`config.mk`:
```
export PLATFORM = sky130hd
export DESIGN_NAME = vcrf_ram
export DESIGN_NICKNAME = d
export VERILOG_FILES = /design/src/sv/vcrf_ram.sv
export SDC_FILE = /design/constraint.sdc
export NUM_CORES = 2
export LEC_CHECK = 0
export BUFFER_PORTS_ARGS = -buffer_cell sky130_fd_sc_hd__buf_2
export CAP_MARGIN = 20
export CORE_MARGIN = 2
export CORE_UTILIZATION = 45
export DETAILED_ROUTE_END_ITERATION = 16
export PLACE_DENSITY = 0.65
export REMOVE_ABC_BUFFERS = 1
export SKIP_CTS_REPAIR_TIMING = 1
export SYNTH_ARGS = -nofsm -noshare
export SYNTH_HDL_FRONTEND = slang
export SYNTH_SLANG_ARGS = --single-unit
```
`constraint.sdc`:
```
create_clock -name clk -period 3.5 [get_ports clk]
set_input_delay 0.35 -clock clk [delete_from_list [all_inputs] [get_ports clk]]
set_output_delay 0.35 -clock clk [all_outputs]
set_load 0.03 [all_outputs]
```
`src/sv/vcrf_ram.sv`:
```
// ----------------------------------------------------------------------------
// vcrf_ram
// Generic single-port write, single-port registered-read RAM.
// ----------------------------------------------------------------------------
module vcrf_ram #(
	parameter int WIDTH = 8,
	parameter int DEPTH = 256
) (
	input  logic                     clk,
	input  logic                     we,
	input  logic [$clog2(DEPTH)-1:0] waddr,
	input  logic [WIDTH-1:0]         wdata,
	input  logic                     re,
	input  logic [$clog2(DEPTH)-1:0] raddr,
	output logic [WIDTH-1:0]         rdata
);

	logic [WIDTH-1:0] mem_q [DEPTH];

	always_ff @(posedge clk) begin
		if (we) begin
			mem_q[waddr] <= wdata;
		end
		if (re) begin
			rdata <= mem_q[raddr];
		end
	end

endmodule
```
Word level (Yosys, flattened, before mapping)
Memory sizes are Yosys's and may differ from the RTL's. A register that Yosys moved wholly into a read port is not among the register bits.
Cells that the tools add are included.
{"block": "word_totals", "input_bits": 27, "ram_bits": 2048, "latchBits": 0, "rom_bits": 0, "memories": 1, "ff_bits": 0}
{"block": "classes", "muxes": 2, "eq_ne": 0, "addsub": 0, "n_reduce_logical": 0, "n_div": 0, "mul": 0, "shift": 0, "n_lt_le_gt_ge": 0, "bitwise_logic": 0}
{"name": "mem_q", "depth": 256, "width": 8, "read_ports": 1, "rd_clocked_by_memory_dff": 1, "write_ports": 1, "line_no": "18", "text": "logic [WIDTH-1:0] mem_q [DEPTH];"}
{"cell": "two-way mux 1 bit", "count": 2}

Longest topological paths before layout
{"block": "depth", "depth_word": 2, "depth_mapped": 11}

Least setup slack after synthesis
OpenSTA, ideal clock, no wires.
{"block": "synth_timing", "kind": "input to register", "startpoint": "in raddr[0]", "endpoint": "reg rdata[2] (read register of mem_q), data pin", "path_stages": 9, "setup_slack_ns": 1.074, "arrival_ns": 2.157, "path_buffers": 4, "path_cell_list": "buf_6 buf_12 buf_8 buf_2 mux4_2 a22oi_1 a21oi_1 nor4_1 nor4_2"}
{"element": "from (decl)", "line_no": "14", "text": "input logic [$clog2(DEPTH)-1:0] raddr,"}
{"element": "to (decl)", "line_no": "15", "text": "output logic [WIDTH-1:0] rdata"}

==> results.md <==
- Number of global-route vias before repair: 39769
- Post-synth EDFFs: 2056
- F_max: 0.321 GHz
- Max VDD drop: 0.000504 V
- Syn Std Cell Area: 79600 um2
- Gr usage total: 0.218
- Dpl hpwl: 122 mm
- Placed cell area: 85300 um2
- CP endpoint kind: register
- Routed Antenna Nets: 0
- Layout cell share with drive strength beyond 1: 0.279
- Met2 WL: 95.5 mm
- Skew-Pair Late Insertion Delay: 0.84 ns
- Hold WC Path Type: in -> reg
- Clock skew: 0.0533 ns
- Top sig layer: met5
- FF+latch count, synth: 2056
- CTS H-tree depth: 4
- Pre-CTS setup slack: -0.310 ns
- Largest net degree at the start of global routing: 129
- Most common cell after layout, fill and taps aside: edfxtp_1
- Final Power: 50.6 mW
- Power per cell area: 552 nW/um2
- Overflow after GRT: 0
- Hold WS: 0.0348 ns
- CP startpoint kind: register
- Ys flop type: edfxtp_1
- Worst slew pin tran: 1.16 ns
- Post-synthesis sequential area ratio: 0.775
- Area contributors post-synth: edfxtp_1, mux4_2, mux2i_1
- I/O Buffers: 34
- Core area: 176000 um2
- CP arrival: 3.67 ns
- Die area: 180000 um2
- # Max-Cap Violations: 0
- Met3 wire len: 16.8 mm
- Synth-to-Final Area Change: 15.1%
- Total leakage power: 29.0 nW
- CTS clk-pin slew, worst paths: 0.06 ns
- Fin util: 0.521
- Top cell type's share of synthesized area: 0.775
- Crit share post-route: 0.889
- Final Critical Period: 3.11 ns
- Final Instance Area: 91700 um2
- CTS Buffer Depth: 3
- Routability cong.: 0.846
- Syn avg cell area: 21.3 um2
- Slowest CP cell: nor4_1
- Slew margin rel.: 0.224
- Die width: 425 um
- Worst Path Buf+Inv: 1
- Largest area contributor in the netlist: edfxtp_1
- Peak per-stage delay on the critical path: 0.97 ns
- Wire length on met1: 78.4 mm
- TritonCTS buffer count: 198
- Routed Wire Length: 195 mm
- Fillers: 13547
- Warnings from Yosys: 0
- Worst EP required: 4.06 ns
- DRC viols: 0
- Row cnt: 154
- RSZ-0062 raised after global routing: no
- First-pass GRT wire length: 284 mm
- TritonRoute pass-1 iters: 7
- Most frequent cells in the layout: edfxtp_1, mux4_2, buf_4
- # setup viols final: 0
- Antenna violations before repair: 10
- Final hold violation count: 0
- DR WL/cell: 29.2 um
- Crit Path Max Fanout: 1
- CP cell instances: mux4_2, mux4_2, nor2b_1, nor4_1, buf_4, nor4_1
- Via count: 39775
- Top delay family on crit path: simple AND/OR/NAND/NOR gates
- Starting density of the core: 0.453
- Distinct cells, synth: 54
- I/O pin cnt: 35
- CTS tree: done
- Final net count: 4201
- Asr flop ratio synth: 0
- Vias per cell: 5.94
- Starting DRT DRC Count: 4963
- Die Span Y: 425 um
- Post-Syn Instances: 3733
- Critical path type: reg -> reg
- Worst setup margin: 0.387 ns
- Final-report max-slew violation count: 0
- Root buffer cell: clkbuf_16
- Status: completed
- TritonCTS Sinks: 2056
## flip-flops by register name, summed over array words and instances, names as in the netlist
name and flops:
rdata 8, mem_q 2048
## cells in the mapped netlist, drive strengths merged (4+ instances only)
library cell and instances:
o22a 5, o22ai 28, nand3 34, nor2b 31
mux2i 134, clkbuf 111, buf 122, o221ai 47
a22o 8, or2 4, o21ai 12, edfxtp 2056
a22oi 133, nand2 33, mux4 456, nor2 282
o32ai 5, nand4 10, a2111oi 5, nor4 27
o211ai 10, nor3 22, a21oi 96, nand2b 8
and2 6, a211oi 16, a221oi 14
## worst paths after layout
kind / startpoint / end / slack, ns / depth (start not counted)
setup / recovery: mem_q[84][4] / rdata[4] / 0.39 / 6
hold / removal: wdata[4] / mem_q[9][4] / 0.03 / 1
setup reg to reg: mem_q[84][4] / rdata[4] / 0.39 / 6
hold reg to reg: mem_q[23][2] / rdata[2] / 1.22 / 6
## layout make-up
type                       count  area, um2  area share
sequential                  2056      61700       0.674
multi-input combinational   1442      16500       0.180
clock buffer                 248       5140      0.0561
timing repair buffer         474       4120      0.0449
tap                         2340       2930      0.0319
clock inverter               124       1220      0.0133
antenna                        5       12.5    0.000137
inverter                       2       7.51   0.0000819
## metrics by stage
| step | instances | setup TNS [ns] |
|---|---|---|
| floorplan | 3500 | 0 |
| global placement | 6311 | -0.760 |
| detailed placement | 6311 | -0.721 |
| CTS | 6683 | 0 |
| global route | 6689 | 0 |
| finish | 6691 | 0 |
## layer usage
layer  GRT usage  vias up
met1       0.305    21082
met2       0.348     1790
li1            -    16629
met5           0        -
met4      0.0625        2
met3      0.0447      272
## cell families after synthesis
logic type,after synthesis,share of synthesized area
multiplexers,591,0.146
flip-flops,2056,0.775
AND/OR/NAND/NOR,466,0.0263
AO/OA/AOI/OAI,385,0.0342
buffers and inverters,235,0.0183
## power by group
part	internal, mW	switching [mW]
clock	11.7	9.14
sequential	27.2	0.0288
combinational	0.936	1.63
total	39.8	10.8
## worst reg2reg max path: stages, from the launching register on
cell and delay (ns):
edfxtp_1 0.37, mux4_2 0.47, mux4_2 0.56, nor2b_1 0.20, nor4_1 0.97, buf_4 0.26, nor4_1 0.05
Note: power is estimated with default switching activity, not from simulation.
